--- config.mk ---
export PLATFORM = sky130hd
export DESIGN_NAME = modular_inverse_ext_euclid
export DESIGN_NICKNAME = d
export VERILOG_FILES = /design/src/hdl/mie_pkg.sv /design/src/hdl/mie_divstep.sv /design/src/hdl/modular_inverse_ext_euclid.sv
export SDC_FILE = /design/constraint.sdc
export NUM_CORES = 1
export LEC_CHECK = 0
export ABC_AREA = 1
export BUFFER_PORTS_ARGS = -buffer_cell sky130_fd_sc_hd__buf_2
export CORE_ASPECT_RATIO = 1.5
export CORE_UTILIZATION = 50
export DETAILED_ROUTE_END_ITERATION = 6
export GPL_ROUTABILITY_DRIVEN = 0
export PLACE_DENSITY = 0.67
export SYNTH_ARGS = -nofsm -noshare
export SYNTH_HDL_FRONTEND = slang
export SYNTH_HIERARCHICAL = 1
export SYNTH_SLANG_ARGS = --single-unit
--- constraint.sdc ---
create_clock -name i_clk -period 32.9 [get_ports i_clk]
set_input_delay 1.645 -clock i_clk [delete_from_list [all_inputs] [get_ports i_clk]]
set_output_delay 1.645 -clock i_clk [all_outputs]
set_load 0.03 [all_outputs]
--- src/hdl/mie_pkg.sv ---
// shared types and constants for the modular inverse block
`timescale 1ns / 1ps

package mie_pkg;

    localparam int WIDTH_DEF = 32;
    localparam int FIELD_W   = 32;

    typedef struct packed {
        logic [FIELD_W-1:0] value;
        logic [FIELD_W-1:0] modulus;
    } t_in;

    typedef struct packed {
        logic [FIELD_W-1:0] inverse;
        logic               not_coprime;
    } t_out;

endpackage

--- src/hdl/mie_divstep.sv ---
// bit-serial euclid step: restoring division with a running quotient times coefficient product
`timescale 1ns / 1ps

module mie_divstep #(
    parameter int WIDTH = mie_pkg::WIDTH_DEF
) (
    input  logic             i_clk,
    input  logic             i_rst_n,
    input  logic             i_start,
    input  logic [WIDTH-1:0] i_dividend,
    input  logic [WIDTH-1:0] i_divisor,
    input  logic [WIDTH:0]   i_mult,
    output logic             o_done,
    output logic [WIDTH-1:0] o_rem,
    output logic [WIDTH:0]   o_prod
);

    localparam int CW = $clog2(WIDTH + 1);

    logic [CW-1:0]    r_cnt;
    logic             r_done;
    logic [WIDTH-1:0] r_rem;
    logic [WIDTH-1:0] r_quo;
    logic [WIDTH-1:0] r_div;
    logic [WIDTH:0]   r_mult;
    logic [WIDTH:0]   r_acc;

    logic [WIDTH:0]   w_trial;
    logic [WIDTH:0]   w_diff;
    logic             w_ge;

    // shift in the next dividend bit and try to take the divisor out
    assign w_trial = {r_rem, r_quo[WIDTH-1]};
    assign w_diff  = w_trial - {1'b0, r_div};
    assign w_ge    = !w_diff[WIDTH];

    always_ff @(posedge i_clk) begin
        if (!i_rst_n) begin
            r_cnt  <= '0;
            r_done <= 1'b0;
        end else if (i_start) begin
            r_cnt  <= CW'(WIDTH);
            r_done <= 1'b0;
        end else if (r_cnt != '0) begin
            r_cnt  <= r_cnt - 1'b1;
            r_done <= (r_cnt == CW'(1));
        end else begin
            r_done <= 1'b0;
        end
    end

    always_ff @(posedge i_clk) begin
        if (i_start) begin
            r_rem  <= '0;
            r_quo  <= i_dividend;
            r_div  <= i_divisor;
            r_mult <= i_mult;
            r_acc  <= '0;
        end else if (r_cnt != '0) begin
            r_rem <= w_ge ? w_diff[WIDTH-1:0] : w_trial[WIDTH-1:0];
            r_quo <= {r_quo[WIDTH-2:0], w_ge};
            // horner form of quotient times coefficient, msb first
            r_acc <= {r_acc[WIDTH-1:0], 1'b0} + (w_ge ? r_mult : '0);
        end
    end

    assign o_done = r_done;
    assign o_rem  = r_rem;
    assign o_prod = r_acc;

endmodule

--- src/hdl/modular_inverse_ext_euclid.sv ---
// modular inverse by the extended euclidean algorithm, top level
//
//  port group   dir  payload      handshake
//  input item   in   mie_pkg::t_in   i_valid / o_stall
//  result item  out  mie_pkg::t_out  o_valid / i_stall
//
// each euclid step runs S_CHECK, S_START, the bit-serial divider in S_DIV, and
// S_UPDATE; a last S_CHECK and S_DONE wrap up each item
// reset is synchronous, active low, and clears the controller and output valid
// the input is stalled while an item is in work; a waiting result does not
// block the next item until that item is ready to deliver
`timescale 1ns / 1ps

module modular_inverse_ext_euclid #(
    parameter int WIDTH = mie_pkg::WIDTH_DEF
) (
    input  logic          i_clk,
    input  logic          i_rst_n,
    input  logic          i_valid,
    output logic          o_stall,
    input  mie_pkg::t_in  i_data,
    output logic          o_valid,
    input  logic          i_stall,
    output mie_pkg::t_out o_data
);

    typedef enum logic [2:0] {S_IDLE, S_CHECK, S_START, S_DIV, S_UPDATE, S_DONE} t_state;

    t_state           r_state;
    logic [WIDTH-1:0] r_m;
    logic [WIDTH-1:0] r_a;
    logic [WIDTH-1:0] r_b;
    logic [WIDTH:0]   r_sp;
    logic [WIDTH:0]   r_sc;
    logic             r_idx;
    logic             r_valid;
    mie_pkg::t_out    r_out;

    logic             w_start;
    logic             w_done;
    logic [WIDTH-1:0] w_rem;
    logic [WIDTH:0]   w_prod;
    logic [WIDTH:0]   w_red;
    logic [WIDTH:0]   w_inv;

    assign w_start = (r_state == S_START);

    mie_divstep #(.WIDTH(WIDTH)) u_divstep (
        .i_clk      (i_clk),
        .i_rst_n    (i_rst_n),
        .i_start    (w_start),
        .i_dividend (r_a),
        .i_divisor  (r_b),
        .i_mult     (r_sc),
        .o_done     (w_done),
        .o_rem      (w_rem),
        .o_prod     (w_prod)
    );

    // coefficient magnitude never exceeds the modulus, so one subtract reduces it
    always_comb begin
        if (r_m == '0) begin
            w_red = '0;
        end else if (r_sp >= {1'b0, r_m}) begin
            w_red = r_sp - {1'b0, r_m};
        end else begin
            w_red = r_sp;
        end
        // odd index means the coefficient is non-positive
        if (r_idx && w_red != '0) begin
            w_inv = {1'b0, r_m} - w_red;
        end else begin
            w_inv = w_red;
        end
    end

    always_ff @(posedge i_clk) begin
        if (!i_rst_n) begin
            r_state <= S_IDLE;
            r_valid <= 1'b0;
        end else begin
            if (r_valid && !i_stall && r_state != S_DONE) begin
                r_valid <= 1'b0;
            end
            case (r_state)
                S_IDLE: begin
                    if (i_valid) begin
                        r_m     <= WIDTH'(i_data.modulus);
                        r_a     <= WIDTH'(i_data.value);
                        r_b     <= WIDTH'(i_data.modulus);
                        r_sp    <= (WIDTH+1)'(1);
                        r_sc    <= '0;
                        r_idx   <= 1'b0;
                        r_state <= S_CHECK;
                    end
                end
                S_CHECK: begin
                    r_state <= (r_b == '0) ? S_DONE : S_START;
                end
                S_START: begin
                    r_state <= S_DIV;
                end
                S_DIV: begin
                    if (w_done) begin
                        r_state <= S_UPDATE;
                    end
                end
                S_UPDATE: begin
                    r_a     <= r_b;
                    r_b     <= w_rem;
                    r_sp    <= r_sc;
                    r_sc    <= r_sp + w_prod;
                    r_idx   <= !r_idx;
                    r_state <= S_CHECK;
                end
                S_DONE: begin
                    if (!r_valid || !i_stall) begin
                        r_out.inverse     <= mie_pkg::FIELD_W'(w_inv[WIDTH-1:0]);
                        r_out.not_coprime <= (r_a != WIDTH'(1));
                        r_valid           <= 1'b1;
                        r_state           <= S_IDLE;
                    end
                end
                default: begin
                    r_state <= S_IDLE;
                end
            endcase
        end
    end

    assign o_stall = (r_state != S_IDLE);
    assign o_valid = r_valid;
    assign o_data  = r_out;

    a_busy_stalls: assert property (@(posedge i_clk) disable iff (!i_rst_n)
        (r_state != S_IDLE) |-> o_stall)
        else $error("input not stalled while an item is in work");

    a_done_in_div: assert property (@(posedge i_clk) disable iff (!i_rst_n)
        w_done |-> (r_state == S_DIV))
        else $error("divider finished outside a division");

    a_coef_bound: assert property (@(posedge i_clk) disable iff (!i_rst_n)
        (r_state == S_DONE && r_m != '0) |-> (r_sp <= {1'b0, r_m}))
        else $error("coefficient magnitude above modulus");

    a_deliver: assert property (@(posedge i_clk) disable iff (!i_rst_n)
        (r_state == S_DONE && !r_valid) |=> (r_valid && r_state == S_IDLE))
        else $error("finished item not delivered to output register");

endmodule

== Word level (Yosys, flattened, before mapping) ==
Cells that the tools add are included.

* Add/sub/neg operators: 6
* Eq/ne operators: 11
* $lt $le $gt $ge: 1
* Muxes and demuxes: 27
* Reduce and logical (&&, ||, !) cells: 22
* Bitwise gates (word level): 2

{| class="wikitable"
|+ Operators with widths
! operator !! count
|-
| 32-bit 2-to-1 mux || 6
|-
| 33-bit 2-to-1 mux || 5
|-
| 33-bit case mux with 2 select lines || 2
|-
| 32-bit case mux with 2 select lines || 2
|-
| 33-bit adder || 2
|-
| 33-bit by 32-bit subtractor with 33-bit output || 2
|-
| 32-bit zero test || 2
|-
| 33-bit by 32-bit greater-or-equal comparator with 1-bit output || 1
|-
| 33-bit nonzero test || 1
|-
| 32-bit by 1-bit != test with 1-bit output, second input constant || 1
|-
| 32-bit subtractor || 1
|-
| 3-bit case mux with 6 select lines || 1
|-
| 3-bit 2-to-1 mux || 4
|-
| 6-bit 2-to-1 mux || 2
|-
| 3-bit AND reduction || 4
|-
| 3-bit by 2-bit equality test with 1-bit output, second input constant || 2
|-
| 3-bit equality test, second input constant || 2
|-
| 6-bit by 1-bit equality test with 1-bit output, second input constant || 1
|-
| 6-bit nonzero test || 1
|-
| 6-bit by 1-bit subtractor with 6-bit output, second input constant || 1
|-
| 1-bit zero test || 4
|-
| 1-bit 2-to-1 mux || 4
|-
| 2-bit != test, second input constant || 2
|-
| 2-bit nonzero test || 2
|-
| other kinds (11) || 14
|}

* Output and inout port bits: 35
* Word-level logic and storage cells: 87
* Input port bits: 68
* Register bits: 369

== Depth between registers and ports, before layout ==
Gate-level depths: netlist of run 1.

* Depth in word-level cells: 6
* Gate-level depth with buffers: 32
* Gate-level depth less buffers: 30

== Hierarchy ==
The synthesis of run 1 kept the hierarchy.

{| class="wikitable"
|+ By module, submodules not included
! module !! times used !! sequential area each (um^2) !! cells an instance !! area an instance (um^2)
|-
| modular_inverse_ext_euclid || 1 || 5965.7 || 2000 || 14936.8
|-
| mie_divstep || 1 || 4354.2 || 1411 || 10556.4
|}

== Worst setup path before layout of run 1 ==
OpenSTA, ideal clock, no wires.

* Path type: input to register
* From: input port i_valid
* To: register r_a[0] (enable)
* Path buffers: 0
* Cell stages on the path: 2
* Setup time: 0.815 ns
* Required time: 32.085 ns
* Arrival time: 11.314 ns
* Setup slack: 20.771 ns
* Cells stage by stage: inv_1 -> a211oi_1

* Word-level cells in the longest chain between the ends: 2

{| class="wikitable"
|+ Ends and longest elaborated chain
! what !! RTL line !! source
|-
| from (decl) || modular_inverse_ext_euclid.sv:19 || <nowiki>input logic i_valid,</nowiki>
|-
| 2-bit != test (no line) || -- ||
|-
| 3-bit AND reduction (no line) || -- ||
|-
| to (signal assigned) || modular_inverse_ext_euclid.sv:89 || <nowiki>r_a <= WIDTH'(i_data.value);</nowiki>
|-
| to (signal assigned) || modular_inverse_ext_euclid.sv:109 || <nowiki>r_a <= r_b;</nowiki>
|-
| to (decl) || modular_inverse_ext_euclid.sv:31 || <nowiki>logic [WIDTH-1:0] r_a;</nowiki>
|}

Every way passes these cells.
A chain may end at the register's enable or synchronous reset.

== Worst setup path after layout of run 1 ==
* From: register r_sp[29]
* To: register r_out (netlist bit o_data[21]), data pin

* Word-level cells in the longest chain between the ends: 6
* Elaborated cells on any way between the ends: 8
* Those cells by class: add/sub (2); order compare (1); mux (3); reduce/logical (2)

{| class="wikitable"
|+ Ends and longest elaborated chain
! what !! RTL line !! source
|-
| from (decl) || modular_inverse_ext_euclid.sv:33 || <nowiki>logic [WIDTH:0] r_sp;</nowiki>
|-
| from (signal assigned) || modular_inverse_ext_euclid.sv:91 || <nowiki>r_sp <= (WIDTH+1)'(1);</nowiki>
|-
| from (signal assigned) || modular_inverse_ext_euclid.sv:111 || <nowiki>r_sp <= r_sc;</nowiki>
|-
| 33-bit by 32-bit subtractor with 33-bit output / 33-bit by 32-bit greater-or-equal comparator with 1-bit output (equally long branches) || modular_inverse_ext_euclid.sv:65, modular_inverse_ext_euclid.sv:64 ||
|-
| 33-bit 2-to-1 mux * || modular_inverse_ext_euclid.sv:64 || <nowiki>end else if (r_sp >= {1'b0, r_m}) begin</nowiki>
|-
| 33-bit 2-to-1 mux * || modular_inverse_ext_euclid.sv:62 || <nowiki>if (r_m == '0) begin</nowiki>
|-
| parallel branches: the longest is 2 deep, another holds 32-bit subtractor || -- ||
|-
| 32-bit 2-to-1 mux * || modular_inverse_ext_euclid.sv:70 || <nowiki>if (r_idx && w_red != '0) begin</nowiki>
|-
| net w_inv[20] || modular_inverse_ext_euclid.sv:44 || <nowiki>logic [WIDTH:0] w_inv;</nowiki>
|-
| to (decl) || modular_inverse_ext_euclid.sv:37 || <nowiki>mie_pkg::t_out r_out;</nowiki>
|}

Mark *: on every way through the listed nets, which the timed path passes.

==> metrics.log, run 1 <==
[metrics] final clock skew: 0.0276 ns
[metrics] Iteration-0 DRC Markers: roughly 2000
[metrics] leakage power: ~14 nW
[metrics] number of flip-flops and latches in the synthesized netlist: between 300 and 400
[metrics] aggregate global-route resource usage: a little under a third
[metrics] Yosys Warn Count: 6
[metrics] die area: 51900 µm²
[metrics] row count: ~100
[metrics] half-perimeter wire length after detailed placement: 63.1 mm
[metrics] post-layout total power: about 2.9 mW
[metrics] ratio of cells with drive above 1 in the final layout: approximately 7.4%
[metrics] remaining global-route overflow: 0
[metrics] sum of negative setup slack: 0 ns
[metrics] Least-Margin Pin Slew: about 1.1 ns
[metrics] Root Driver: sky130_fd_sc_hd__clkbuf_16
[metrics] total number of H-tree levels: 2
[metrics] count of fill cells added during filler insertion: approximately 4900
[metrics] ys async rst share: 0%
[metrics] Synth Instances: about 3400
[metrics] post-placement worst setup slack: roughly 28 ns
[metrics] outcome: finished with violations
[metrics] main combinational cell family by area after synthesis: simple AND/OR/NAND/NOR gates
[metrics] data arrival time at the worst-slack endpoint: 5.72 ns
[metrics] Synth Area in Compound Gates: ~11%
[metrics] clock tree from TritonCTS: yes
[metrics] number of setup violations in the final report: 0
[metrics] cell area reported after detailed placement: approximately 27000 µm²
[metrics] Highest Clock Rate: 185 MHz
[metrics] mux cell area share after synthesis: 0%
[metrics] largest driver fanout on the critical path: 36
[metrics] number of antenna diodes: 0
[metrics] setup slack after layout: between 20 and 30 ns
[metrics] post-CTS clock slew at the launch and capture registers of the worst setup and hold paths: 0.06 ns
[metrics] number of detailed-route iterations in the first pass: 7
[metrics] largest vdd supply drop: 0.0761 mV
[metrics] Final min period: around 5.4 ns
[metrics] Area growth syn-to-layout: 9.18%
[metrics] Post-DRT Antenna Nets: 0
[metrics] RSZ-0062 raised after global routing: false
[metrics] core outline area: 50400 µm²
[metrics] post-synth top area cell: sky130_fd_sc_hd__edfxtp_1
[metrics] number of buffers inserted by port buffering: slightly above 100
[metrics] synthesized-area fraction occupied by and/or/nand/nor cells: 27.3%
[metrics] class of the tightest hold or removal check: flip-flop to flip-flop
[metrics] first-pass GRT wire length: approximately 120 mm
[metrics] net total in the final layout: between 3000 and 4000
[metrics] Min-Delay Path Depth: 0
[metrics] XOR/XNOR Fraction of Synth Area: a little over 3%
[metrics] Main synth FF type: sky130_fd_sc_hd__edfxtp_1
[metrics] WL met3: around 4.6 mm
[metrics] antenna violations before repair: 3
[metrics] FF-to-FF path depth: 21
[metrics] Post-Synthesis Cell Area: roughly 25000 µm²
[metrics] final critical-path share of the clock period: 16.4%
[metrics] DRC violations left: 3
[metrics] routed length per instance: 19.2 µm
[metrics] total number of clock tree sinks: approximately 370
[metrics] largest net degree at the start of global routing: 80
[metrics] Horiz. Die Dim: approximately 190 µm
[metrics] number of top-level pins: 103
[metrics] number of slew-limit violations in the final report: 0
[metrics] critical path class: flip-flop to flip-flop
[metrics] sum of met2 wire segment lengths after detailed routing: approximately 40 mm
[metrics] insertion delay of the later-clocked pin in the worst-skew pair: 0.58 ns
[metrics] total CTS buffers: 40
[metrics] adder-cell share of the synthesized area: a little over 8%
[metrics] postcts setup bufs: 0
[metrics] # hold bufs at CTS: 0
[metrics] CTS max path bufs: 3
[metrics] count of different cell masters after synthesis: between 50 and 60
[metrics] violated checks: DRC
[metrics] Non-Filler Cell Area, Final: 27800 µm²
[metrics] die height: between 200 and 300 µm
[metrics] sequential element share of the synthesized area: about two fifths
[metrics] count of cells resized by post-cts repair: 0
[metrics] Hold Violations, Final: 0
[metrics] critical path required time: ~33 ns
[metrics] starting density of the core: between 50 and 60%
[metrics] total length of routed wires: 80.6 mm
[metrics] max-cap violations: 0
[metrics] net count after synthesis: 3645
[metrics] uppermost layer routed: met5
[metrics] critical path capture point type: flip-flop
[metrics] vias in the first global route: about 22000
[metrics] Power Density: 104 nW/µm²
[metrics] worst slew margin relative to its limit: about 29%
[metrics] Worst Setup Start Kind: flip-flop
[metrics] number of synthesized flops with an enable pin: between 200 and 300
[metrics] proportion of netlist area held by the largest area contributor: 34.5%
[metrics] routed via count: ~23000
[metrics] worst hold slack: 0.449 ns
[metrics] via count normalized by instance count: between 5 and 6
[metrics] post-synthesis area per instance: 7.47 µm²
[metrics] top cells by area in the synthesized netlist: sky130_fd_sc_hd__edfxtp_1 (35%), sky130_fd_sc_hd__nand2_1 (14%), sky130_fd_sc_hd__ha_1 (7.9%), sky130_fd_sc_hd__inv_1 (7.8%), sky130_fd_sc_hd__dfxtp_1 (6.0%)
[metrics] DRT met1 WL: roughly 28 mm
==> cell usage after synthesis (18+ instances only) <==
cell,number
sky130_fd_sc_hd__nand3b_1,28
sky130_fd_sc_hd__nor4_1,29
sky130_fd_sc_hd__nand3_1,154
sky130_fd_sc_hd__nor3_1,31
sky130_fd_sc_hd__ha_1,161
sky130_fd_sc_hd__clkbuf_1,43
sky130_fd_sc_hd__xnor2_1,29
sky130_fd_sc_hd__nand4_1,34
sky130_fd_sc_hd__o21bai_1,18
sky130_fd_sc_hd__edfxtp_1,293
sky130_fd_sc_hd__nor2_1,373
sky130_fd_sc_hd__inv_1,527
sky130_fd_sc_hd__nand2_1,946
sky130_fd_sc_hd__buf_6,19
sky130_fd_sc_hd__o21ai_1,51
sky130_fd_sc_hd__xor2_1,60
sky130_fd_sc_hd__a21oi_1,222
sky130_fd_sc_hd__inv_2,20
sky130_fd_sc_hd__o21ai_0,135
sky130_fd_sc_hd__dfxtp_1,76
==> cells by family after synthesis <==
kind of cell    count (synthesis)
buf+inv                       632
compound gates                507
xor+xnor                       89
simple gates                 1648
flops                         369
fa+ha+maj                     166
==> metal layers <==
metal  up-vias  track usage (%)
li1      11240                -
met1     10456             32.6
met2       858             56.2
met3       307             3.82
met4         2             24.6
met5         -                0
==> flip-flops by register name (all words and copies together), names as in the netlist <==
register / cells
o_data: 33
r_sc: 33
r_sp: 33
u_divstep/o_prod: 33
u_divstep/r_mult: 33
r_a: 32
r_b: 32
r_m: 32
u_divstep/o_rem: 32
u_divstep/r_div: 32
u_divstep/r_quo: 32
u_divstep/r_cnt: 6
r_state: 3
o_valid: 1
r_idx: 1
u_divstep/o_done: 1
==> final timing paths <==
kind,startpoint,to,slack (ns)
worst max-delay path,r_sp[29]$_SDFFCE_PN0P_,o_data[21]$_DFFE_PP_,27.49
worst min-delay path,r_sc[0]$_SDFFCE_PN0P_,u_divstep/r_mult[0]$_DFFE_PP_,0.45
worst max register to register,r_sp[29]$_SDFFCE_PN0P_,o_data[21]$_DFFE_PP_,27.49
worst min register to register,r_sc[0]$_SDFFCE_PN0P_,u_divstep/r_mult[0]$_DFFE_PP_,0.45
==> through the flow <==
step / instances / utilization (%)
after floorplan: 3411 / -
after global placement: 4115 / 52.6
after detailed placement: 4115 / 52.6
after CTS: 4189 / 55.2
after global routing: 4189 / 55.2
final: 4189 / 55.2
==> cells in the final DEF (no fill, tap or decap), types with 6 or more instances in the layout <==
cell type / instances
sky130_fd_sc_hd__clkbuf_1: 8
sky130_fd_sc_hd__xor2_1: 60
sky130_fd_sc_hd__nor2_1: 371
sky130_fd_sc_hd__inv_1: 526
sky130_fd_sc_hd__o21a_1: 16
sky130_fd_sc_hd__nand3_1: 154
sky130_fd_sc_hd__nor4_1: 29
sky130_fd_sc_hd__nand4_1: 34
sky130_fd_sc_hd__o21ai_1: 51
sky130_fd_sc_hd__clkbuf_16: 41
sky130_fd_sc_hd__o21bai_1: 18
sky130_fd_sc_hd__xnor2_1: 29
sky130_fd_sc_hd__o21ai_0: 135
sky130_fd_sc_hd__nor2_2: 6
sky130_fd_sc_hd__ha_1: 161
sky130_fd_sc_hd__buf_2: 102
sky130_fd_sc_hd__clkinv_1: 6
sky130_fd_sc_hd__nor3_1: 29
sky130_fd_sc_hd__dfxtp_1: 76
sky130_fd_sc_hd__nand2_1: 946
sky130_fd_sc_hd__inv_2: 20
sky130_fd_sc_hd__clkbuf_8: 6
sky130_fd_sc_hd__buf_4: 15
sky130_fd_sc_hd__clkinv_2: 7
sky130_fd_sc_hd__nand2_2: 12
sky130_fd_sc_hd__a21boi_0: 6
sky130_fd_sc_hd__a21o_1: 17
sky130_fd_sc_hd__nand3b_1: 28
sky130_fd_sc_hd__a21oi_1: 222
sky130_fd_sc_hd__nand3_2: 14
sky130_fd_sc_hd__or2_2: 6
sky130_fd_sc_hd__a31oi_1: 17
sky130_fd_sc_hd__edfxtp_1: 293
==> area by class of cell <==
type	instances	area, µm²	area share [%]
clock buffers	55	1140	4.09
clock inverters	19	168	0.602
inverters	550	2070	7.42
multi-input cells	2410	12700	45.6
flip-flops and latches	369	10300	37.1
well taps	669	837	3.01
repair buffers	117	623	2.24
==> power by group <==
group          internal (mW)  switching, mW  total [mW]
Combinational          0.545           1.11        1.65
Sequential             0.673          0.104       0.777
Clock                  0.260          0.198       0.457
Total                   1.48           1.41        2.89
==> critical path, cell delays in order, from the launching register on <==
cell                       delay (ns)
sky130_fd_sc_hd__edfxtp_1        0.47
sky130_fd_sc_hd__ha_1            0.38
sky130_fd_sc_hd__nand2_1         0.11
sky130_fd_sc_hd__nor3_1          0.29
sky130_fd_sc_hd__nand2_1         0.17
sky130_fd_sc_hd__nor2_1          0.20
sky130_fd_sc_hd__nand2_4         0.27
sky130_fd_sc_hd__nand2_8         0.33
sky130_fd_sc_hd__nand2_1         0.08
sky130_fd_sc_hd__nand3_1         0.10
sky130_fd_sc_hd__inv_1           0.07
sky130_fd_sc_hd__ha_1            0.21
sky130_fd_sc_hd__fa_1            0.45
sky130_fd_sc_hd__o21ai_0         0.30
sky130_fd_sc_hd__a21boi_0        0.21
sky130_fd_sc_hd__o21ai_0         0.47
sky130_fd_sc_hd__a21boi_0        0.24
sky130_fd_sc_hd__o21ai_0         0.33
sky130_fd_sc_hd__a21oi_1         0.13
sky130_fd_sc_hd__xnor2_1         0.14
sky130_fd_sc_hd__nand3_1         0.09
sky130_fd_sc_hd__nand2_1         0.08
Note: power is estimated with default switching activity, not from simulation.
==> run 2: changes to the inputs <==
==> constraint.sdc (replaced) <==
create_clock -name i_clk -period 5.05 [get_ports i_clk]
set_input_delay 0.2525 -clock i_clk [delete_from_list [all_inputs] [get_ports i_clk]]
set_output_delay 0.2525 -clock i_clk [all_outputs]
set_load 0.03 [all_outputs]
==> run 2 against run 1 <==
Register-to-register slack got worse by 27 ns. The flow still finishes with violations (DRC). Cell count increased by 2.0%. Total power increased to 6.7 times the previous value. Design area grew 3.1%. Maximum frequency increased by 12%. Clock power increased to 6.7 times the previous value. Non-clock buffer count grew 81. Die area unchanged. Highest routed layer unchanged.
==> metrics.log, run 2 (same netlist as run 1, synthesis figures left out) <==
[metrics] aggregate global-route resource usage: roughly a third
[metrics] total CTS buffers: 39
[metrics] total number of clock tree sinks: 369
[metrics] net total in the final layout: approximately 3800
[metrics] routed via count: approximately 23000
[metrics] sum of negative setup slack: 0 ns
[metrics] half-perimeter wire length after detailed placement: between 60 and 70 mm
[metrics] core outline area: approximately 50000 µm²
[metrics] number of detailed-route iterations in the first pass: 7
[metrics] Root Driver: sky130_fd_sc_hd__clkbuf_16
[metrics] startpoint of the most critical hold path: i_data[53]
[metrics] largest vdd supply drop: about 0.47 mV
[metrics] series of cell instances along the critical path: ha_1, nand2_1, nor2_1, nand2_1, nor2_1, nand2_4, buf_4, nand3b_1, nand3_1, ha_1, nand2_1, nor4_1, nand3b_1, nand3_1, a21o_1, a21oi_1, xor2_1, nand3_1, nand2_1
[metrics] Non-Filler Cell Area, Final: around 29000 µm²
[metrics] DRC violations left: 1
[metrics] starting density of the core: between 50% and 60%
[metrics] die area: 51900 µm²
[metrics] total number of H-tree levels: 2
[metrics] Area growth syn-to-layout: 12.6%
[metrics] Worst Setup Start Kind: flip-flop
[metrics] Power Density: roughly 670 nW/µm²
[metrics] CTS max path bufs: 3
[metrics] data arrival time at the worst-slack endpoint: about 5.2 ns
[metrics] violated checks: DRC
[metrics] via count normalized by instance count: roughly 5.5
[metrics] Final min period: around 4.8 ns
[metrics] number of setup violations in the final report: 0
[metrics] slowest stage delay, CP: approximately 0.55 ns
[metrics] critical path required time: between 5 and 6 ns
[metrics] RSZ-0062 raised after global routing: false
[metrics] total length of routed wires: about 84 mm
[metrics] final critical-path share of the clock period: a little over nine tenths
[metrics] Hold Violations, Final: 0
[metrics] Highest Clock Rate: just over 200 MHz
[metrics] die height: about 280 µm
[metrics] first-pass GRT wire length: around 130 mm
[metrics] insertion delay of the later-clocked pin in the worst-skew pair: 0.58 ns
[metrics] cell area reported after detailed placement: 26700 µm²
[metrics] Horiz. Die Dim: approximately 190 µm
[metrics] commonest cells after routing, fill and taps aside: sky130_fd_sc_hd__nand2_1 (946), sky130_fd_sc_hd__inv_1 (526), sky130_fd_sc_hd__nor2_1 (371), sky130_fd_sc_hd__edfxtp_1 (293), sky130_fd_sc_hd__a21oi_1 (222)
[metrics] critical path capture point type: flip-flop
[metrics] worst r2r src: r_sp[28]$_SDFFCE_PN0P_
[metrics] outcome: finished with violations
[metrics] row count: just over 100
[metrics] most common library cell in the layout ignoring fill and taps: sky130_fd_sc_hd__nand2_1
[metrics] ratio of cells with drive above 1 in the final layout: under 10%
[metrics] routed length per instance: about 20 µm
[metrics] largest driver fanout on the critical path: 21
[metrics] Post-DRT Antenna Nets: 0
[metrics] post-CTS clock slew at the launch and capture registers of the worst setup and hold paths: 0.06 ns
[metrics] remaining global-route overflow: 0
[metrics] antenna violations before repair: 8
[metrics] vias in the first global route: around 23000
[metrics] largest net degree at the start of global routing: around 150
[metrics] number of slew-limit violations in the final report: 0
[metrics] number of top-level pins: 103
[metrics] max-cap violations: 0
[metrics] worst slew margin relative to its limit: between 30% and 40%
[metrics] class of the tightest hold or removal check: input port to flip-flop
[metrics] Iteration-0 DRC Markers: roughly 1700
[metrics] number of buffers inserted by port buffering: 102
[metrics] clock tree from TritonCTS: yes
[metrics] postcts setup bufs: 0
[metrics] CP Launch Point: r_sp[28]$_SDFFCE_PN0P_
[metrics] critical path class: flip-flop to flip-flop
[metrics] final clock skew: between 0.015 and 0.02 ns
[metrics] Least-Margin Pin Slew: between 1 and 1.5 ns
[metrics] most repeated library cell on the critical path: sky130_fd_sc_hd__nand2_1
[metrics] worst-path cell with the longest stage delay: sky130_fd_sc_hd__ha_1
[metrics] leakage power: around 14 nW
==> run 2: cell count changes in the layout (fill, tap and decap cells not counted), sizes merged <==
cell,before,now
inv,548,546
bufinv,2,5
diode,0,5
clkinv,16,19
clkbuf,55,49
buf,117,138
dlygate4sd3,0,60
==> run 2: repair_timing <==
| item | in CTS | in global routing |
|---|---|---|
| endpoints found under the hold margin | 65 | 0 |
| endpoints found under the setup margin | 0 | 5 |
| hold buffers | 60 | 0 |
| gates resized for setup | 0 | 4 |
==> run 2: routing by layer <==
metal	GRT usage [%]	up-vias	share of wire [%]
li1	-	11409	-
met1	32.4	10767	34
met2	57.0	947	49
met3	5.96	358	6.6
met4	28.4	4	10
met5	0	-	0.031
==> run 2: power by group <==
part | internal (mW) | switching, mW | total [mW]
registers | 4.38 | 0.728 | 5.11
clock network | 1.75 | 1.31 | 3.06
logic | 3.69 | 7.36 | 11.0
total | 9.82 | 9.40 | 19.2
==> run 2: through the flow <==
step                      worst slack [ns]  hold WS (ns)  utilization, %  total power, mW  std cells
after floorplan                      0.246         0.350               -             13.0       3411
final                                0.228        0.0212            56.9             19.2       4273
after CTS                            0.297        0.0129            56.9             19.1       4268
after global placement               0.462         0.431            53.0             15.8       4136
after global routing                0.0840        0.0166            56.9             20.7       4268
after detailed placement             0.329         0.434            53.0             15.9       4136
==> run 2: critical path, delay by kind of cell (launching register included) <==
| kind | cells | cell delay [ns] |
|---|---|---|
| AND/OR/NAND/NOR | 13 | 2.44 |
| adder cells (fa/ha/maj) | 2 | 0.97 |
| flip-flops | 1 | 0.48 |
| buffers and inverters | 1 | 0.26 |
| AO/OA/AOI/OAI | 2 | 0.26 |
| XOR/XNOR | 1 | 0.15 |
==> run 2: final timing paths <==
kind / slack [ns] / cells past startpoint / end
min reg2reg: 0.45 / 0 / u_divstep/r_mult[15]$_DFFE_PP_
max: 0.23 / 19 / o_data[30]$_DFFE_PP_
min: 0.02 / 3 / r_a[21]$_DFFE_PP_
max reg2reg: 0.23 / 19 / o_data[30]$_DFFE_PP_
==> run 2: final cells by class <==
class / instances / area (µm²)
diodes: 5 / 12.5
clock buffers: 49 / 1040
clock inverters: 23 / 307
fillers: 4857 / 21700
inverters: 550 / 2070
multi-input cells: 2410 / 12700
flip-flops and latches: 369 / 10300
well taps: 669 / 837
repair buffers: 198 / 1420
